<file path="config.mk">
export PLATFORM = sky130hd
export DESIGN_NAME = tuner_pitch_to_note_cents_top
export DESIGN_NICKNAME = d
export VERILOG_FILES = /design/src/rtl/tpn_pkg.sv /design/src/rtl/tpn_mul.sv /design/src/rtl/tpn_core.sv /design/src/rtl/tpn_display.sv /design/src/rtl/tuner_pitch_to_note_cents_top.sv
export SDC_FILE = /design/constraint.sdc
export NUM_CORES = 2
export LEC_CHECK = 0
export ABC_AREA = 1
export BUFFER_PORTS_ARGS = -buffer_cell sky130_fd_sc_hd__buf_2
export CORE_ASPECT_RATIO = 0.7
export CORE_MARGIN = 2
export CORE_UTILIZATION = 55
export CTS_CLUSTER_SIZE = 20
export DETAILED_ROUTE_END_ITERATION = 6
export GPL_ROUTABILITY_DRIVEN = 0
export PLACE_DENSITY_LB_ADDON = 0.3
export SLEW_MARGIN = 15
export SYNTH_ARGS = -nofsm -noshare
export SYNTH_HDL_FRONTEND = slang
export SYNTH_SLANG_ARGS = --single-unit
</file>
<file path="constraint.sdc">
create_clock -name clk -period 9.2 [get_ports clk]
set_input_delay 0.92 -clock clk [delete_from_list [all_inputs] [get_ports clk]]
set_output_delay 0.92 -clock clk [all_outputs]
set_load 0.02 [all_outputs]
</file>
<file path="src/rtl/tpn_pkg.sv">
// Shared types, widths and constants for the tuner pitch-to-note core.
// No dependencies; every module of the block imports this package.
package tpn_pkg;

    // Fixed-point precision of the log2 result and bar display size
    localparam int LOG_FB       = 16;
    localparam int LED_SEGMENTS = 11;

    // Configuration port
    localparam int CFG_IDX_W  = 3;
    localparam int CFG_DATA_W = 18;
    localparam int REF_W      = 18;
    localparam int GAIN_W     = 9;
    localparam int SNAP_W     = 15;
    localparam int HOLD_W     = 8;
    localparam int WIN_W      = 14;

    // Payload and state widths
    localparam int HZ_W        = 24;
    localparam int CENTS_W     = 16;
    localparam int CENTS_OUT_W = 15;
    localparam int NOTE_W      = 9;
    localparam int IDLE_W      = 8;
    localparam int IDX_W       = 4;
    localparam int OCT_W       = 5;
    localparam int SEG_OUT_W   = 4;

    // Datapath widths
    localparam int NORM_W     = 31;             // mantissa Q1.30
    localparam int M_FRAC     = 30;
    localparam int LZ_W       = 5;
    localparam int NORM_STEPS = 5;              // shifts of 16, 8, 4, 2, 1
    localparam int LOG_W      = LOG_FB + LZ_W;
    localparam int MIDI_W     = LOG_FB + 11;
    localparam int FRAC_W     = LOG_FB + 2;
    localparam int DIFF_W     = CENTS_W + 1;
    localparam int SM_W       = CENTS_W + 4;
    localparam int MUL_W      = 32;
    localparam int PROD_W     = 2 * MUL_W;
    localparam int CNT_W      = $clog2(LOG_FB + 1);
    localparam int SEG_W      = $clog2(LED_SEGMENTS + 1);

    // Musical constants
    localparam int A4_NOTE    = 69;
    localparam int SEMIS      = 12;
    localparam int CENTS_MAX  = 12800;          // 50 cents in Q8
    localparam int CENTS_SPAN = 25600;          // 100 cents in Q8
    localparam int LED_CLAMP  = 49 * 256;
    localparam int GAIN_SH    = 8;
    localparam int NOTE_MIN   = -256;
    localparam int NOTE_MAX   = 255;
    localparam int OCT_MIN    = -16;
    localparam int OCT_MAX    = 15;
    localparam int DIV12_MUL  = 683;            // 683 / 2^13 ~ 1/12, exact for |n| <= 256
    localparam int DIV12_SH   = 13;

    typedef enum logic [CFG_IDX_W-1:0] {
        CFG_REFERENCE_PITCH = 3'd0,
        CFG_SMOOTH_GAIN     = 3'd1,
        CFG_SNAP_THRESHOLD  = 3'd2,
        CFG_HOLD_TICKS      = 3'd3,
        CFG_IN_TUNE_WINDOW  = 3'd4
    } tpn_cfg_idx_t;

    typedef enum logic {
        CMD_READING = 1'b0,
        CMD_TICK    = 1'b1
    } tpn_cmd_t;

    typedef enum logic [3:0] {
        ST_IDLE,
        ST_NORM_H,
        ST_LOG_H,
        ST_NORM_R,
        ST_LOG_R,
        ST_MIDI,
        ST_ROUND,
        ST_FRAC,
        ST_TMUL,
        ST_TARGET,
        ST_DIFF,
        ST_GAIN,
        ST_SMOOTH,
        ST_EMIT
    } tpn_state_t;

    typedef struct packed {
        logic [REF_W-1:0]  reference_pitch;
        logic [GAIN_W-1:0] smooth_gain;
        logic [SNAP_W-1:0] snap_threshold;
        logic [HOLD_W-1:0] hold_ticks;
        logic [WIN_W-1:0]  in_tune_window;
    } tpn_cfg_t;

    localparam tpn_cfg_t CFG_RESET = '{
        reference_pitch: 18'd112640,
        smooth_gain:     9'd90,
        snap_threshold:  15'd6400,
        hold_ticks:      8'd75,
        in_tune_window:  14'd768
    };

    // Display state handed from the core to the output stage
    typedef struct packed {
        logic               active;
        logic [NOTE_W-1:0]  note;       // two's complement
        logic [CENTS_W-1:0] cents;      // two's complement, Q8
    } tpn_disp_t;

endpackage

</file>
<file path="src/rtl/tpn_mul.sv">
// Shared signed multiplier with a registered product.
// Depends on tpn_pkg for operand and product widths.
module tpn_mul (
    input  logic                              clk,
    input  logic signed [tpn_pkg::MUL_W-1:0]  a,
    input  logic signed [tpn_pkg::MUL_W-1:0]  b,
    output logic signed [tpn_pkg::PROD_W-1:0] p_reg
);
    import tpn_pkg::*;

    logic signed [PROD_W-1:0] p_next;

    assign p_next = PROD_W'(a) * PROD_W'(b);

    always_ff @(posedge clk)
    begin
        p_reg <= p_next;
    end

endmodule

</file>
<file path="src/rtl/tpn_core.sv">
// Sequencer and datapath: normalize, iterative log2, note rounding and cents smoothing.
// Depends on tpn_pkg; instantiates tpn_mul as the one shared multiplier.
module tpn_core (
    input  logic                        clk,
    input  logic                        rst_n,
    input  tpn_pkg::tpn_cfg_t           cfg,
    input  logic                        in_valid,
    output logic                        in_ready,
    input  logic                        cmd,
    input  logic [tpn_pkg::HZ_W-1:0]    pitch_hz,
    output logic                        emit_valid,
    input  logic                        emit_ready,
    output tpn_pkg::tpn_disp_t          disp
);
    import tpn_pkg::*;

    localparam logic signed [MIDI_W-1:0] MIDI_HALF = MIDI_W'(1 << (LOG_FB - 1));
    localparam logic signed [MIDI_W-1:0] MIDI_A4   = MIDI_W'(A4_NOTE) <<< LOG_FB;
    localparam logic signed [MIDI_W-1:0] NOTE_LO_M = MIDI_W'(NOTE_MIN);
    localparam logic signed [MIDI_W-1:0] NOTE_HI_M = MIDI_W'(NOTE_MAX);
    localparam logic signed [MIDI_W-1:0] FRAC_HI_M = MIDI_W'(1) <<< LOG_FB;
    localparam logic signed [MIDI_W-1:0] FRAC_LO_M = -FRAC_HI_M;
    localparam logic signed [PROD_W-1:0] PROD_HALF_F = PROD_W'(1) <<< (LOG_FB - 1);
    localparam logic signed [PROD_W-1:0] PROD_HALF_G = PROD_W'(1) <<< (GAIN_SH - 1);
    localparam logic signed [PROD_W-1:0] CENTS_HI_P = PROD_W'(CENTS_MAX);
    localparam logic signed [PROD_W-1:0] CENTS_LO_P = -CENTS_HI_P;
    localparam logic signed [SM_W-1:0]   CENTS_HI_S = SM_W'(CENTS_MAX);
    localparam logic signed [SM_W-1:0]   CENTS_LO_S = -CENTS_HI_S;

    tpn_state_t state_reg, state_next;
    logic [CNT_W-1:0]          cnt_reg, cnt_next;
    logic [NORM_W-1:0]         norm_reg, norm_next;
    logic [LZ_W-1:0]           lz_reg, lz_next;
    logic [LOG_FB-1:0]         bits_reg, bits_next;
    logic [LOG_W-1:0]          lh_reg, lh_next;
    logic signed [MIDI_W-1:0]  midi_reg, midi_next;
    logic signed [NOTE_W-1:0]  nearest_reg, nearest_next;
    logic signed [FRAC_W-1:0]  frac_reg, frac_next;
    logic signed [CENTS_W-1:0] target_reg, target_next;
    logic signed [DIFF_W-1:0]  diff_reg, diff_next;
    logic                      snap_reg, snap_next;
    logic signed [CENTS_W-1:0] smoothed_reg, smoothed_next;
    logic                      active_reg, active_next;
    logic [IDLE_W-1:0]         idle_reg, idle_next;
    logic signed [NOTE_W-1:0]  note_reg, note_next;

    logic                      accept;
    logic                      log_state;
    logic                      norm_state;
    logic [LZ_W-1:0]           norm_sh;
    logic [LZ_W:0]             norm_rs;
    logic                      norm_top_zero;
    logic [MUL_W-1:0]          sq_q;
    logic                      sq_bit;
    logic [NORM_W-1:0]         sq_m;
    logic [LZ_W-1:0]           log_exp;
    logic [LOG_W-1:0]          log_r_val;
    logic signed [LOG_W:0]     log_d;
    logic signed [MIDI_W-1:0]  d_ext;
    logic signed [MIDI_W-1:0]  midi_neg;
    logic signed [MIDI_W-1:0]  midi_sum;
    logic signed [MIDI_W-1:0]  midi_rnd;
    logic signed [MIDI_W-1:0]  frac_full;
    logic signed [PROD_W-1:0]  prod;
    logic signed [PROD_W-1:0]  prod_neg;
    logic signed [PROD_W-1:0]  t_rnd;
    logic signed [PROD_W-1:0]  g_rnd;
    logic signed [SM_W-1:0]    sm_sum;
    logic [DIFF_W-1:0]         adiff;
    logic [IDLE_W-1:0]         idle_inc;
    logic [REF_W-1:0]          ref_val;
    logic signed [MUL_W-1:0]   mul_a, mul_b;

    tpn_mul u_mul (
        .clk   (clk),
        .a     (mul_a),
        .b     (mul_b),
        .p_reg (prod)
    );

    assign accept     = in_valid && in_ready;
    assign log_state  = (state_reg == ST_LOG_H) || (state_reg == ST_LOG_R);
    assign norm_state = (state_reg == ST_NORM_H) || (state_reg == ST_NORM_R);

    // Binary-step normalize: shift by 16, 8, 4, 2, 1 while the top bits are clear
    assign norm_sh       = LZ_W'(5'd16 >> cnt_reg);
    assign norm_rs       = (LZ_W + 1)'(NORM_W) - {1'b0, norm_sh};
    assign norm_top_zero = ((norm_reg >> norm_rs) == '0);

    // Squaring step: Q1.30 square, pull out one fraction bit
    assign sq_q   = prod[M_FRAC +: MUL_W];
    assign sq_bit = sq_q[MUL_W-1];
    assign sq_m   = sq_bit ? sq_q[MUL_W-1:1] : sq_q[MUL_W-2:0];

    assign log_exp   = LZ_W'(M_FRAC) - lz_reg;
    assign log_r_val = {log_exp, bits_reg};
    assign log_d     = $signed({1'b0, lh_reg}) - $signed({1'b0, log_r_val});
    assign d_ext     = MIDI_W'(log_d);

    assign midi_neg  = $signed({{(MIDI_W-1){1'b0}}, midi_reg[MIDI_W-1]});
    assign midi_sum  = midi_reg + MIDI_HALF - midi_neg;
    assign midi_rnd  = midi_sum >>> LOG_FB;
    assign frac_full = midi_reg - (MIDI_W'(nearest_reg) <<< LOG_FB);

    // Half-away-from-zero rounding: (p + half - sign) >>> shift
    assign prod_neg = $signed({{(PROD_W-1){1'b0}}, prod[PROD_W-1]});
    assign t_rnd    = (prod + PROD_HALF_F - prod_neg) >>> LOG_FB;
    assign g_rnd    = (prod + PROD_HALF_G - prod_neg) >>> GAIN_SH;
    assign sm_sum   = SM_W'(smoothed_reg) + SM_W'(g_rnd);

    assign adiff    = diff_reg[DIFF_W-1] ? DIFF_W'(-diff_reg) : DIFF_W'(diff_reg);
    assign idle_inc = (idle_reg != '1) ? idle_reg + 1'b1 : idle_reg;
    assign ref_val  = (cfg.reference_pitch == '0) ? REF_W'(1) : cfg.reference_pitch;

    // Next state
    always_comb
    begin
        state_next = state_reg;
        case (state_reg)
            ST_IDLE:
            begin
                if (accept)
                begin
                    if (cmd == CMD_READING && pitch_hz != '0)
                        state_next = ST_NORM_H;
                    else
                        state_next = ST_EMIT;
                end
            end
            ST_NORM_H:
            begin
                if (cnt_reg == CNT_W'(NORM_STEPS - 1))
                    state_next = ST_LOG_H;
            end
            ST_LOG_H:
            begin
                if (cnt_reg == CNT_W'(LOG_FB))
                    state_next = ST_NORM_R;
            end
            ST_NORM_R:
            begin
                if (cnt_reg == CNT_W'(NORM_STEPS - 1))
                    state_next = ST_LOG_R;
            end
            ST_LOG_R:
            begin
                if (cnt_reg == CNT_W'(LOG_FB))
                    state_next = ST_MIDI;
            end
            ST_MIDI:   state_next = ST_ROUND;
            ST_ROUND:  state_next = ST_FRAC;
            ST_FRAC:   state_next = ST_TMUL;
            ST_TMUL:   state_next = ST_TARGET;
            ST_TARGET: state_next = ST_DIFF;
            ST_DIFF:   state_next = ST_GAIN;
            ST_GAIN:   state_next = ST_SMOOTH;
            ST_SMOOTH: state_next = ST_EMIT;
            ST_EMIT:
            begin
                if (emit_ready)
                    state_next = ST_IDLE;
            end
            default:   state_next = ST_IDLE;
        endcase
    end

    // Outputs and multiplier operand select
    always_comb
    begin
        in_ready   = 1'b0;
        emit_valid = 1'b0;
        mul_a      = '0;
        mul_b      = '0;
        case (state_reg)
            ST_IDLE: in_ready = 1'b1;
            ST_LOG_H, ST_LOG_R:
            begin
                if (cnt_reg == '0)
                begin
                    mul_a = $signed({1'b0, norm_reg});
                    mul_b = $signed({1'b0, norm_reg});
                end
                else
                begin
                    mul_a = $signed({1'b0, sq_m});
                    mul_b = $signed({1'b0, sq_m});
                end
            end
            ST_TMUL:
            begin
                mul_a = MUL_W'(frac_reg);
                mul_b = MUL_W'(CENTS_SPAN);
            end
            ST_GAIN:
            begin
                mul_a = MUL_W'(diff_reg);
                mul_b = $signed(MUL_W'(cfg.smooth_gain));
            end
            ST_EMIT: emit_valid = 1'b1;
            default:
            begin
                in_ready = 1'b0;
            end
        endcase
    end

    // Datapath next values
    always_comb
    begin
        cnt_next      = cnt_reg;
        norm_next     = norm_reg;
        lz_next       = lz_reg;
        bits_next     = bits_reg;
        lh_next       = lh_reg;
        midi_next     = midi_reg;
        nearest_next  = nearest_reg;
        frac_next     = frac_reg;
        target_next   = target_reg;
        diff_next     = diff_reg;
        snap_next     = snap_reg;
        smoothed_next = smoothed_reg;
        active_next   = active_reg;
        idle_next     = idle_reg;
        note_next     = note_reg;

        if (state_reg == ST_IDLE && accept)
        begin
            cnt_next  = '0;
            lz_next   = '0;
            norm_next = NORM_W'(pitch_hz);
            if (cmd == CMD_TICK)
            begin
                idle_next = idle_inc;
                if (idle_inc > cfg.hold_ticks)
                    active_next = 1'b0;
            end
        end

        if (norm_state)
        begin
            if (norm_top_zero)
            begin
                norm_next = norm_reg << norm_sh;
                lz_next   = lz_reg + norm_sh;
            end
            cnt_next = (cnt_reg == CNT_W'(NORM_STEPS - 1)) ? '0 : cnt_reg + 1'b1;
        end

        if (log_state)
        begin
            cnt_next = cnt_reg + 1'b1;
            if (cnt_reg != '0)
                bits_next = {bits_reg[LOG_FB-2:0], sq_bit};
            if (cnt_reg == CNT_W'(LOG_FB))
            begin
                cnt_next = '0;
                if (state_reg == ST_LOG_H)
                begin
                    lh_next   = {log_exp, bits_next};
                    lz_next   = '0;
                    norm_next = NORM_W'(ref_val);
                end
            end
        end

        case (state_reg)
            ST_MIDI:
                midi_next = MIDI_A4 + (d_ext <<< 3) + (d_ext <<< 2);
            ST_ROUND:
            begin
                if (midi_rnd < NOTE_LO_M)
                    nearest_next = NOTE_W'(NOTE_LO_M);
                else if (midi_rnd > NOTE_HI_M)
                    nearest_next = NOTE_W'(NOTE_HI_M);
                else
                    nearest_next = NOTE_W'(midi_rnd);
            end
            ST_FRAC:
            begin
                if (frac_full < FRAC_LO_M)
                    frac_next = FRAC_W'(FRAC_LO_M);
                else if (frac_full > FRAC_HI_M)
                    frac_next = FRAC_W'(FRAC_HI_M);
                else
                    frac_next = FRAC_W'(frac_full);
            end
            ST_TARGET:
            begin
                if (t_rnd < CENTS_LO_P)
                    target_next = CENTS_W'(CENTS_LO_P);
                else if (t_rnd > CENTS_HI_P)
                    target_next = CENTS_W'(CENTS_HI_P);
                else
                    target_next = CENTS_W'(t_rnd);
            end
            ST_DIFF:
                diff_next = DIFF_W'(target_reg) - DIFF_W'(smoothed_reg);
            ST_GAIN:
                snap_next = adiff > DIFF_W'(cfg.snap_threshold);
            ST_SMOOTH:
            begin
                if (snap_reg)
                    smoothed_next = target_reg;
                else if (sm_sum < CENTS_LO_S)
                    smoothed_next = CENTS_W'(CENTS_LO_S);
                else if (sm_sum > CENTS_HI_S)
                    smoothed_next = CENTS_W'(CENTS_HI_S);
                else
                    smoothed_next = CENTS_W'(sm_sum);
                note_next   = nearest_reg;
                idle_next   = '0;
                active_next = 1'b1;
            end
            default:
            begin
                midi_next = midi_reg;
            end
        endcase
    end

    always_ff @(posedge clk or negedge rst_n)
    begin
        if (!rst_n)
        begin
            state_reg    <= ST_IDLE;
            cnt_reg      <= '0;
            smoothed_reg <= '0;
            active_reg   <= 1'b0;
            idle_reg     <= '0;
            note_reg     <= '0;
        end
        else
        begin
            state_reg    <= state_next;
            cnt_reg      <= cnt_next;
            smoothed_reg <= smoothed_next;
            active_reg   <= active_next;
            idle_reg     <= idle_next;
            note_reg     <= note_next;
        end
    end

    always_ff @(posedge clk)
    begin
        norm_reg    <= norm_next;
        lz_reg      <= lz_next;
        bits_reg    <= bits_next;
        lh_reg      <= lh_next;
        midi_reg    <= midi_next;
        nearest_reg <= nearest_next;
        frac_reg    <= frac_next;
        target_reg  <= target_next;
        diff_reg    <= diff_next;
        snap_reg    <= snap_next;
    end

    assign disp.active = active_reg;
    assign disp.note   = note_reg;
    assign disp.cents  = smoothed_reg;

    // Shown cents never leave the half-semitone range
    a_cents_range: assert property (@(posedge clk) disable iff (!rst_n)
        (smoothed_reg <= CENTS_W'(CENTS_MAX)) && (smoothed_reg >= -CENTS_W'(CENTS_MAX)))
        else $error("smoothed cents out of range");

    // Five normalize steps always land the leading one on the top bit
    a_norm_lead: assert property (@(posedge clk) disable iff (!rst_n)
        (norm_state && cnt_reg == CNT_W'(NORM_STEPS - 1)) |=> norm_reg[NORM_W-1])
        else $error("mantissa not normalized");

    // A normalized mantissa squares to at least one in Q1.30
    a_square_floor: assert property (@(posedge clk) disable iff (!rst_n)
        (log_state && cnt_reg != '0) |-> (sq_q[MUL_W-1:MUL_W-2] != 2'b00))
        else $error("square fell below one");

    // A finished reading shows as active with a cleared idle count
    a_reading_shown: assert property (@(posedge clk) disable iff (!rst_n)
        (state_reg == ST_SMOOTH) |=> (active_reg && idle_reg == '0 && emit_valid))
        else $error("reading not committed");

endmodule

</file>
<file path="src/rtl/tpn_display.sv">
// Output stage: turns the display state into note, octave, cents and bar segment words.
// Depends on tpn_pkg; holds the output register and its valid/ready handshake.
module tpn_display (
    input  logic                              clk,
    input  logic                              rst_n,
    input  logic [tpn_pkg::WIN_W-1:0]         in_tune_window,
    input  logic                              emit_valid,
    output logic                              emit_ready,
    input  tpn_pkg::tpn_disp_t                disp,
    output logic                              out_valid,
    input  logic                              out_ready,
    output logic                              active,
    output logic [tpn_pkg::IDX_W-1:0]         note_index,
    output logic signed [tpn_pkg::OCT_W-1:0]  octave,
    output logic signed [tpn_pkg::CENTS_OUT_W-1:0] cents,
    output logic                              in_tune,
    output logic [tpn_pkg::SEG_OUT_W-1:0]     led_segment
);
    import tpn_pkg::*;

    localparam int NM_W = NOTE_W + 1;
    localparam int QP_W = 2 * NM_W;
    localparam int QS_W = 6;
    localparam int X_W  = 15;
    localparam int PX_W = X_W + SEG_W;
    localparam logic signed [CENTS_W-1:0] LED_HI = CENTS_W'(LED_CLAMP);
    localparam logic signed [CENTS_W-1:0] LED_LO = -LED_HI;
    localparam logic signed [QS_W-1:0]    OCT_HI = QS_W'(OCT_MAX);
    localparam logic signed [QS_W-1:0]    OCT_LO = QS_W'(OCT_MIN);

    logic                        out_valid_reg, out_valid_next;
    logic                        active_reg, active_next;
    logic [IDX_W-1:0]            idx_reg, idx_next;
    logic [OCT_W-1:0]            oct_reg, oct_next;
    logic [CENTS_OUT_W-1:0]      cents_reg, cents_next;
    logic                        tune_reg, tune_next;
    logic [SEG_OUT_W-1:0]        seg_reg, seg_next;

    logic                        load;
    logic                        n_neg;
    logic [NM_W-1:0]             n_ext;
    logic [NM_W-1:0]             n_mag;
    logic [QP_W-1:0]             q_prod;
    logic [LZ_W-1:0]             q;
    logic [IDX_W-1:0]            rem;
    logic [IDX_W-1:0]            idx_val;
    logic signed [QS_W-1:0]      q_s;
    logic signed [QS_W-1:0]      oct_full;
    logic [OCT_W-1:0]            oct_val;
    logic signed [CENTS_W-1:0]   c;
    logic [CENTS_W-1:0]          abs_c;
    logic                        tune_val;
    logic signed [CENTS_W-1:0]   cc;
    logic [CENTS_W-1:0]          x_full;
    logic [PX_W-1:0]             px;
    logic [SEG_W-1:0]            seg_cnt;
    logic [SEG_OUT_W-1:0]        seg_val;

    assign emit_ready = !out_valid_reg || out_ready;
    assign load       = emit_valid && emit_ready;

    // Note class and octave: truncating divide by 12 through a reciprocal
    assign n_neg   = disp.note[NOTE_W-1];
    assign n_ext   = {disp.note[NOTE_W-1], disp.note};
    assign n_mag   = n_neg ? (NM_W'(0) - n_ext) : n_ext;
    assign q_prod  = QP_W'(n_mag) * QP_W'(DIV12_MUL);
    assign q       = LZ_W'(q_prod >> DIV12_SH);
    assign rem     = IDX_W'(n_mag - NM_W'(q) * NM_W'(SEMIS));
    assign idx_val = (n_neg && rem != '0) ? IDX_W'(SEMIS) - rem : rem;
    assign q_s     = n_neg ? -$signed({1'b0, q}) : $signed({1'b0, q});
    assign oct_full = q_s - QS_W'(1);
    assign oct_val = (oct_full > OCT_HI) ? OCT_W'(OCT_HI) :
                     (oct_full < OCT_LO) ? OCT_W'(OCT_LO) : OCT_W'(oct_full);

    assign c        = $signed(disp.cents);
    assign abs_c    = c[CENTS_W-1] ? CENTS_W'(-c) : CENTS_W'(c);
    assign tune_val = abs_c <= CENTS_W'(in_tune_window);

    // Bar position: count segment boundaries at or below the scaled offset
    assign cc     = (c > LED_HI) ? LED_HI : (c < LED_LO) ? LED_LO : c;
    assign x_full = CENTS_W'(cc + CENTS_W'(CENTS_MAX));
    assign px     = PX_W'(x_full[X_W-1:0]) * PX_W'(LED_SEGMENTS);

    always_comb
    begin
        seg_cnt = '0;
        for (int k = 1; k < LED_SEGMENTS; k++)
        begin
            if (px >= PX_W'(k * CENTS_SPAN))
                seg_cnt = seg_cnt + 1'b1;
        end
    end

    assign seg_val = tune_val ? SEG_OUT_W'(LED_SEGMENTS / 2) : SEG_OUT_W'(seg_cnt);

    always_comb
    begin
        out_valid_next = out_valid_reg;
        active_next    = active_reg;
        idx_next       = idx_reg;
        oct_next       = oct_reg;
        cents_next     = cents_reg;
        tune_next      = tune_reg;
        seg_next       = seg_reg;
        if (load)
        begin
            out_valid_next = 1'b1;
            active_next    = disp.active;
            if (disp.active)
            begin
                idx_next   = idx_val;
                oct_next   = oct_val;
                cents_next = disp.cents[CENTS_OUT_W-1:0];
                tune_next  = tune_val;
                seg_next   = seg_val;
            end
            else
            begin
                idx_next   = '0;
                oct_next   = '0;
                cents_next = '0;
                tune_next  = 1'b0;
                seg_next   = SEG_OUT_W'(LED_SEGMENTS);
            end
        end
        else if (out_ready)
        begin
            out_valid_next = 1'b0;
        end
    end

    always_ff @(posedge clk or negedge rst_n)
    begin
        if (!rst_n)
            out_valid_reg <= 1'b0;
        else
            out_valid_reg <= out_valid_next;
    end

    always_ff @(posedge clk)
    begin
        active_reg <= active_next;
        idx_reg    <= idx_next;
        oct_reg    <= oct_next;
        cents_reg  <= cents_next;
        tune_reg   <= tune_next;
        seg_reg    <= seg_next;
    end

    assign out_valid   = out_valid_reg;
    assign active      = active_reg;
    assign note_index  = idx_reg;
    assign octave      = $signed(oct_reg);
    assign cents       = $signed(cents_reg);
    assign in_tune     = tune_reg;
    assign led_segment = seg_reg;

endmodule

</file>
<file path="src/rtl/tuner_pitch_to_note_cents_top.sv">
// Top level of the tuner pitch-to-note core: configuration registers and instances.
// Depends on tpn_pkg, tpn_core (with tpn_mul) and tpn_display.
//
// Usage:
//   Input channel (in_valid/in_ready) carries one word: cmd and pitch_hz.
//   cmd = reading with nonzero pitch_hz (unsigned Q16.8 Hz) updates note and
//   smoothed cents; a zero pitch leaves the display as is. cmd = tick ages the
//   display and drops active once the idle count passes hold_ticks.
//   Every input word yields exactly one output word on out_valid/out_ready.
//   A reading runs the shared 32x32 multiplier through the log2 squaring loop
//   one fraction bit per cycle, first for the pitch and then for the
//   reference, then rounds the note and smooths the cents. Ticks and zero
//   readings skip the log2 datapath and go straight to the emit step.
//   One word is in flight at a time: a new word is taken only once the
//   last one has left the emit step.
//   in_ready is high only while the sequencer idles; a finished output word
//   waits in the output register, so a stalled receiver holds the sequencer
//   in its emit step and new input waits until that word moves.
//   Reset (rst_n low, async) clears the display state, loads the default
//   register values (440 Hz reference) and empties the output register.
//   Config writes (cfg_we/cfg_index/cfg_wdata) are registered; write only
//   while idle. Unknown indexes are ignored.
module tuner_pitch_to_note_cents_top (
    input  logic                                   clk,
    input  logic                                   rst_n,
    input  logic                                   cfg_we,
    input  logic [tpn_pkg::CFG_IDX_W-1:0]          cfg_index,
    input  logic [tpn_pkg::CFG_DATA_W-1:0]         cfg_wdata,
    input  logic                                   in_valid,
    output logic                                   in_ready,
    input  logic                                   cmd,
    input  logic [tpn_pkg::HZ_W-1:0]               pitch_hz,
    output logic                                   out_valid,
    input  logic                                   out_ready,
    output logic                                   active,
    output logic [tpn_pkg::IDX_W-1:0]              note_index,
    output logic signed [tpn_pkg::OCT_W-1:0]       octave,
    output logic signed [tpn_pkg::CENTS_OUT_W-1:0] cents,
    output logic                                   in_tune,
    output logic [tpn_pkg::SEG_OUT_W-1:0]          led_segment
);
    import tpn_pkg::*;

    tpn_cfg_t  cfg_reg, cfg_next;
    tpn_disp_t disp;
    logic      emit_valid;
    logic      emit_ready;

    // Register file: take each write straight into its field
    always_comb
    begin
        cfg_next = cfg_reg;
        if (cfg_we)
        begin
            case (cfg_index)
                CFG_REFERENCE_PITCH: cfg_next.reference_pitch = cfg_wdata[REF_W-1:0];
                CFG_SMOOTH_GAIN:     cfg_next.smooth_gain     = cfg_wdata[GAIN_W-1:0];
                CFG_SNAP_THRESHOLD:  cfg_next.snap_threshold  = cfg_wdata[SNAP_W-1:0];
                CFG_HOLD_TICKS:      cfg_next.hold_ticks      = cfg_wdata[HOLD_W-1:0];
                CFG_IN_TUNE_WINDOW:  cfg_next.in_tune_window  = cfg_wdata[WIN_W-1:0];
                default:             cfg_next = cfg_reg;
            endcase
        end
    end

    always_ff @(posedge clk or negedge rst_n)
    begin
        if (!rst_n)
            cfg_reg <= CFG_RESET;
        else
            cfg_reg <= cfg_next;
    end

    // Sequencer, log2 datapath and state
    tpn_core u_core (
        .clk        (clk),
        .rst_n      (rst_n),
        .cfg        (cfg_reg),
        .in_valid   (in_valid),
        .in_ready   (in_ready),
        .cmd        (cmd),
        .pitch_hz   (pitch_hz),
        .emit_valid (emit_valid),
        .emit_ready (emit_ready),
        .disp       (disp)
    );

    // Formatting and the output register
    tpn_display u_display (
        .clk            (clk),
        .rst_n          (rst_n),
        .in_tune_window (cfg_reg.in_tune_window),
        .emit_valid     (emit_valid),
        .emit_ready     (emit_ready),
        .disp           (disp),
        .out_valid      (out_valid),
        .out_ready      (out_ready),
        .active         (active),
        .note_index     (note_index),
        .octave         (octave),
        .cents          (cents),
        .in_tune        (in_tune),
        .led_segment    (led_segment)
    );

endmodule

</file>
=== Yosys cells after proc, flatten, opt, wreduce, memory -nomap -nowiden ===
Index checks and enable logic that the tools add are counted.

* Register bits: 363
* Bits of input ports: 51
* Output and inout port bits: 32
* Logic and storage cells: 232

* Add/subtract/negate cells: 34
* $mul: 4
* $lt $le $gt $ge: 25
* Eq/ne operators: 26
* Shift-type cells: 3
* Mux-type cells: 69
* Bitwise gates (word level): 2
* Reductions and logical operators: 36

{| class="wikitable"
|+ Operators with widths
! operator !! count
|-
| two-way mux 31 bit || 8
|-
| two-way mux 16 bit || 6
|-
| case mux 32 bit (3 select lines) || 1
|-
| >= comparator 19 x 18 -> 1 bit, second input constant || 5
|-
| case mux 31 bit (3 select lines) || 1
|-
| two-way mux 4 bit || 19
|-
| adder 64 x 17 -> 64 bit, second input constant || 1
|-
| multiplier 32 x 32 -> 64 bit || 1
|-
| subtractor 64 x 2 -> 64 bit || 1
|-
| two-way mux 5 bit || 12
|-
| >= comparator 19 x 17 -> 1 bit, second input constant || 3
|-
| case mux 4 bit (14 select lines) || 1
|-
| > comparator 48 x 15 -> 1 bit, second input constant || 1
|-
| less-than comparator 48 x 15 -> 1 bit, second input constant || 1
|-
| adder 4 x 1 -> 4 bit, second input constant || 9
|-
| two-way mux 18 bit || 2
|-
| two-way mux 8 bit || 4
|-
| logical NOT 31 bit || 1
|-
| << shifter 31 x 5 -> 31 bit || 1
|-
| right shift 31 x 6 -> 31 bit || 1
|-
| two-way mux 15 bit || 2
|-
| adder 28 x 9 -> 28 bit, second input constant || 1
|-
| subtractor 28 x 2 -> 28 bit || 1
|-
| adder 26 x 24 -> 27 bit || 1
|-
| 73 further kinds || 115
|}

=== Depth between registers and ports, before layout ===
* Word-level depth: 26
* Mapped depth: 61
* Depth with buffers taken out: 61

=== Modules after synthesis ===
A second synthesis with hierarchy kept.

* Cell total of the unflattened synthesis: 10385
* Area total of the unflattened synthesis: 73991.0 um^2

{| class="wikitable"
|+ By module, submodules not included
! module !! times used !! cells each !! area each (um^2) !! seq. area each (um^2)
|-
| tpn_mul || 1 || 5100 || 40065.9 || 1281.2
|-
| tpn_core || 1 || 4080 || 24880.1 || 5430.2
|-
| tpn_display || 1 || 918 || 6427.4 || 925.9
|-
| tuner_pitch_to_note_cents_top || 1 || 287 || 2617.5 || 1624.1
|}

=== Least setup slack after synthesis ===
Ideal clock, no wire load.

* Kind: register -> register
* From: register u_core.cnt_reg[1]
* To: register u_core.u_mul.p_reg[59] (netlist name)
* Library setup time: 0.072 ns
* Arrival time: 8.798 ns
* Data required time: 9.128 ns
* Slack: 0.329 ns
* Stages on the path, launching flop included: 43
* Clock period less this slack: 8.871 ns
* Cells stage by stage: dfrtp_1 -> inv_2 -> ha_1 -> inv_1 -> nor2_1 -> nand2_1 -> inv_1 -> clkbuf_1 -> a211oi_1 -> nor3_1 -> clkinv_1 -> nand2_1 -> clkbuf_1 -> nand2_1 -> fa_1 -> inv_1 -> fa_1 -> inv_1 -> [... 7 more ...] -> fa_1 -> inv_1 -> fa_1 -> inv_1 -> ha_1 -> a21oi_1 -> inv_1 -> a21oi_1 -> inv_1 -> a21boi_0 -> o211ai_1 -> a21oi_1 -> inv_1 -> a21oi_1 -> o21ai_1 -> a21o_1 -> a21oi_1 -> xnor2_1

* Word-level cells in the longest chain between the ends: 4
* Elaborated cells on any way between the ends: 5
* Those cells by class: mul (1); mux (3); reduce/logical (1)

{| class="wikitable"
|+ Ends and longest elaborated chain
! element !! RTL line !! RTL
|-
| start: declaration || tpn_core.sv:31 || <nowiki>logic [CNT_W-1:0] cnt_reg, cnt_next;</nowiki>
|-
| start signal: assignment || tpn_core.sv:335 || <nowiki>cnt_reg <= cnt_next;</nowiki>
|-
| logical NOT 5 bit (*) || tpn_core.sv:178 || <nowiki>if (cnt_reg == '0)</nowiki>
|-
| two-way mux 31 bit (*) || tpn_core.sv:178 ||
|-
| case mux 32 bit (3 select lines) or case mux 31 bit (3 select lines) (tied branches) || tpn_core.sv:174 || <nowiki>case (state_reg)</nowiki>
|-
| multiplier 32 x 32 -> 64 bit (*) || tpn_mul.sv:13 || <nowiki>assign p_next = PROD_W'(a) * PROD_W'(b);</nowiki>
|-
| named net u_core.u_mul.p_next[59] || tpn_mul.sv:11 || <nowiki>logic signed [PROD_W-1:0] p_next;</nowiki>
|-
| end signal: assignment || tpn_mul.sv:17 || <nowiki>p_reg <= p_next;</nowiki>
|-
| end: declaration || tpn_mul.sv:7 || <nowiki>output logic signed [tpn_pkg::PROD_W-1:0] p_reg</nowiki>
|}

The timed path passes the listed nets; every way through them passes the cells marked *.
A chain may end at the register's enable or synchronous reset.

=== Worst setup path in the final report ===
* From: register u_core.cnt_reg[0]
* To: register u_core.u_mul.p_reg[51] (netlist name)

The elaborated chain is that of the path after synthesis.

==> impl_results.md <==
- Outcome: finished with violations
- Violated checks: design-rule violations
- H-Tree Depth: 2
- Top Ports: 83
- Cell area after layout: 73,100 µm²
- Antenna viol nets, final: 0
- Fin. Hold Viols: 0
- RR Startpoint: u_core.cnt_reg[0]
- DR vias/cell: 5.49
- Final nets: 10,400
- Slowest stage delay, CP: 0.53 ns
- Largest net degree at the start of global routing: 76
- Cells after synthesis: 8,498
- CP Capture Type: flop
- Crit path from: u_core.cnt_reg[0]
- Top delay family on crit path: adder cells
- Synth Cell Area: 67,000 µm²
- Root Driver: clkbuf_16
- Clock sinks: 359
- CP max-delay cell: fa_1
- Setup_tns: 0 ns
- Cells on worst reg2reg path: 39
- Crit-path max FO: 22
- Synth warnings: 0
- Initial core utilization: 0.552
- Post-synth ARST share: 0.301
- Initial antenna violation count: 4
- CTS max path bufs: 3
- Layout cell share with drive strength beyond 1: 0.0769
- GRT Total Usage: 0.312
- Post-synth EDFFs: 151
- Worst Setup Start Kind: flop
- CP required: 9.70 ns
- Final period utilization: 0.969
- Dpl hpwl: 161 mm
- IO Port Bufs: 82
- Mean post-synth cell area: 7.88 µm²
- Worst reg2reg setup slack: 0.29 ns
- Worst Path Buf+Inv: 15
- Die Height: 296 µm
- Core area: 121,000 µm²
- CTS tree: yes
- Die area: 125,000 µm²
- HP Class: in2async
- Worst-margin pin slew: 1.13 ns
- Worst-Skew Late Latency: 0.58 ns
- Most common cell after layout, fill and taps aside: inv_1
- Final-report setup violation count: 0
- Most frequent cells in the layout: 2,116 x inv_1, 1,638 x nand2_1, 1,084 x fa_1
- Num rows: 107
- Number of global-route vias before repair: 56,200
- Drc violations: 10
- Final Slew Violations: 0
- Post-synthesis register bit count: 359
- Post-synth top flop: edfxtp_1
- Skew final: 0.0192 ns
- Fin crit period: 8.91 ns
- Synth top area share: 0.325
- Total CTS buffers: 36
- Cell variety after synth: 76
- Post-DR wirelength/cell: 18.7 µm
- Fmax: 112 MHz
- Cell Area, Placed: 71,100 µm²
- Drt first-iter violations: 6,026
- Drt pass-1 iters: 7
- Maxcap violations: 0
- Total vias in the final route: 56,900
- Worst Path Arrival: 9.41 ns
- Detailed Route WL: 194 mm
- Cell taking the most area after synthesis: fa_1
- P&R area growth vs syn: 9.14%
- GR Overflow Total: 0
- Worst rel slew slack: 0.249
- First-pass GRT wire length: 307 mm
- Die width: 421 µm
- WS Path Type: reg2reg
- Clock slew at reported path FFs: 0.07 ns
- Sequential share of the synthesized area: 0.138
- R2r endpoint: u_core.u_mul.p_reg[51]
- Ranking of synthesized cells by area: fa_1 32%, inv_1 12%, ha_1 10%, nand2_1 9.3%, edfxtp_1 6.8%
metrics by stage:
stage               setup slack (ns)  hold slack (ns)  cells  utilization
global route                 -0.0759            0.323  10400        0.603
CTS                           0.0149            0.289  10300        0.597
floorplan                      0.329            0.453   8539            -
finish                         0.286            0.291  10400        0.603
global placement              -0.435            0.468  10300        0.586
detailed placement            -0.539            0.476  10300        0.586
final cells by class:
| cell class | count | area [µm²] |
|---|---|---|
| Antenna cell | 1 | 2.50 |
| Clock buffer | 51 | 1100 |
| Clock inverter | 15 | 148 |
| Fill cell | 10800 | 48200 |
| Inverter | 2164 | 8150 |
| Multi-Input combinational cell | 5775 | 49300 |
| Sequential cell | 359 | 9260 |
| Tap cell | 1635 | 2050 |
| Timing Repair Buffer | 363 | 3090 |
| Timing Repair inverter | 1 | 5.00 |
Yosys cell counts (151+ instances only):
library cell	n
xor2_1	193
o21ai_0	327
clkbuf_1	207
inv_1	2123
nand3_1	152
fa_1	1087
edfxtp_1	151
ha_1	543
nand2_1	1652
nor2_1	633
a21oi_1	396
timing repair:
item / 4_1_cts / 5_1_grt
endpoints found under the setup margin: 28 / 30
hold buffers: 0 / 0
pin swaps: 0 / 25
gates resized for setup: 10 / 124
cloned: 0 / 2
buffers inserted: 5 / 28
worst reg2reg max path, delay by kind of cell, from the launching register on:
family	cells	cell delay (ns)
adder cells (fa/ha/maj)	10	4.71
buffers and inverters	15	1.60
AND/OR/NAND/NOR	9	1.22
AO/OA/AOI/OAI	4	0.72
flip-flops	1	0.38
XOR/XNOR	1	0.20
metal layers:
layer | up-vias | part of all wire | GRT usage
met4 | 4 | 0.034 | 0.0910
met2 | 2763 | 0.42 | 0.459
met3 | 390 | 0.12 | 0.0797
met5 | - | 0.00015 | 0
li1 | 26100 | - | -
met1 | 27600 | 0.43 | 0.455
kinds of logic after synthesis:
logic type / synth area share
XOR/XNOR: 0.0383
AND/OR/NAND/NOR: 0.162
flip-flops: 0.138
AO/OA/AOI/OAI: 0.0979
multiplexers: 0.00170
adder cells (fa/ha/maj): 0.426
other: 0.000112
buffers and inverters: 0.136
worst max-delay path by stage:
stage / slack [ns] / end / cells after the start
floorplan: 0.33 / u_core.u_mul.p_reg[59] / 42
global placement: -0.43 / u_core.u_mul.p_reg[61] / 34
detailed placement: -0.54 / u_core.u_mul.p_reg[62] / 34
CTS: 0.01 / u_core.u_mul.p_reg[59] / 43
global route: -0.08 / u_core.u_mul.p_reg[59] / 43
finish: 0.29 / u_core.u_mul.p_reg[51] / 39
Power is not shown: default switching activity piles up to over one toggle a cycle in this logic, so the estimate is an artifact.
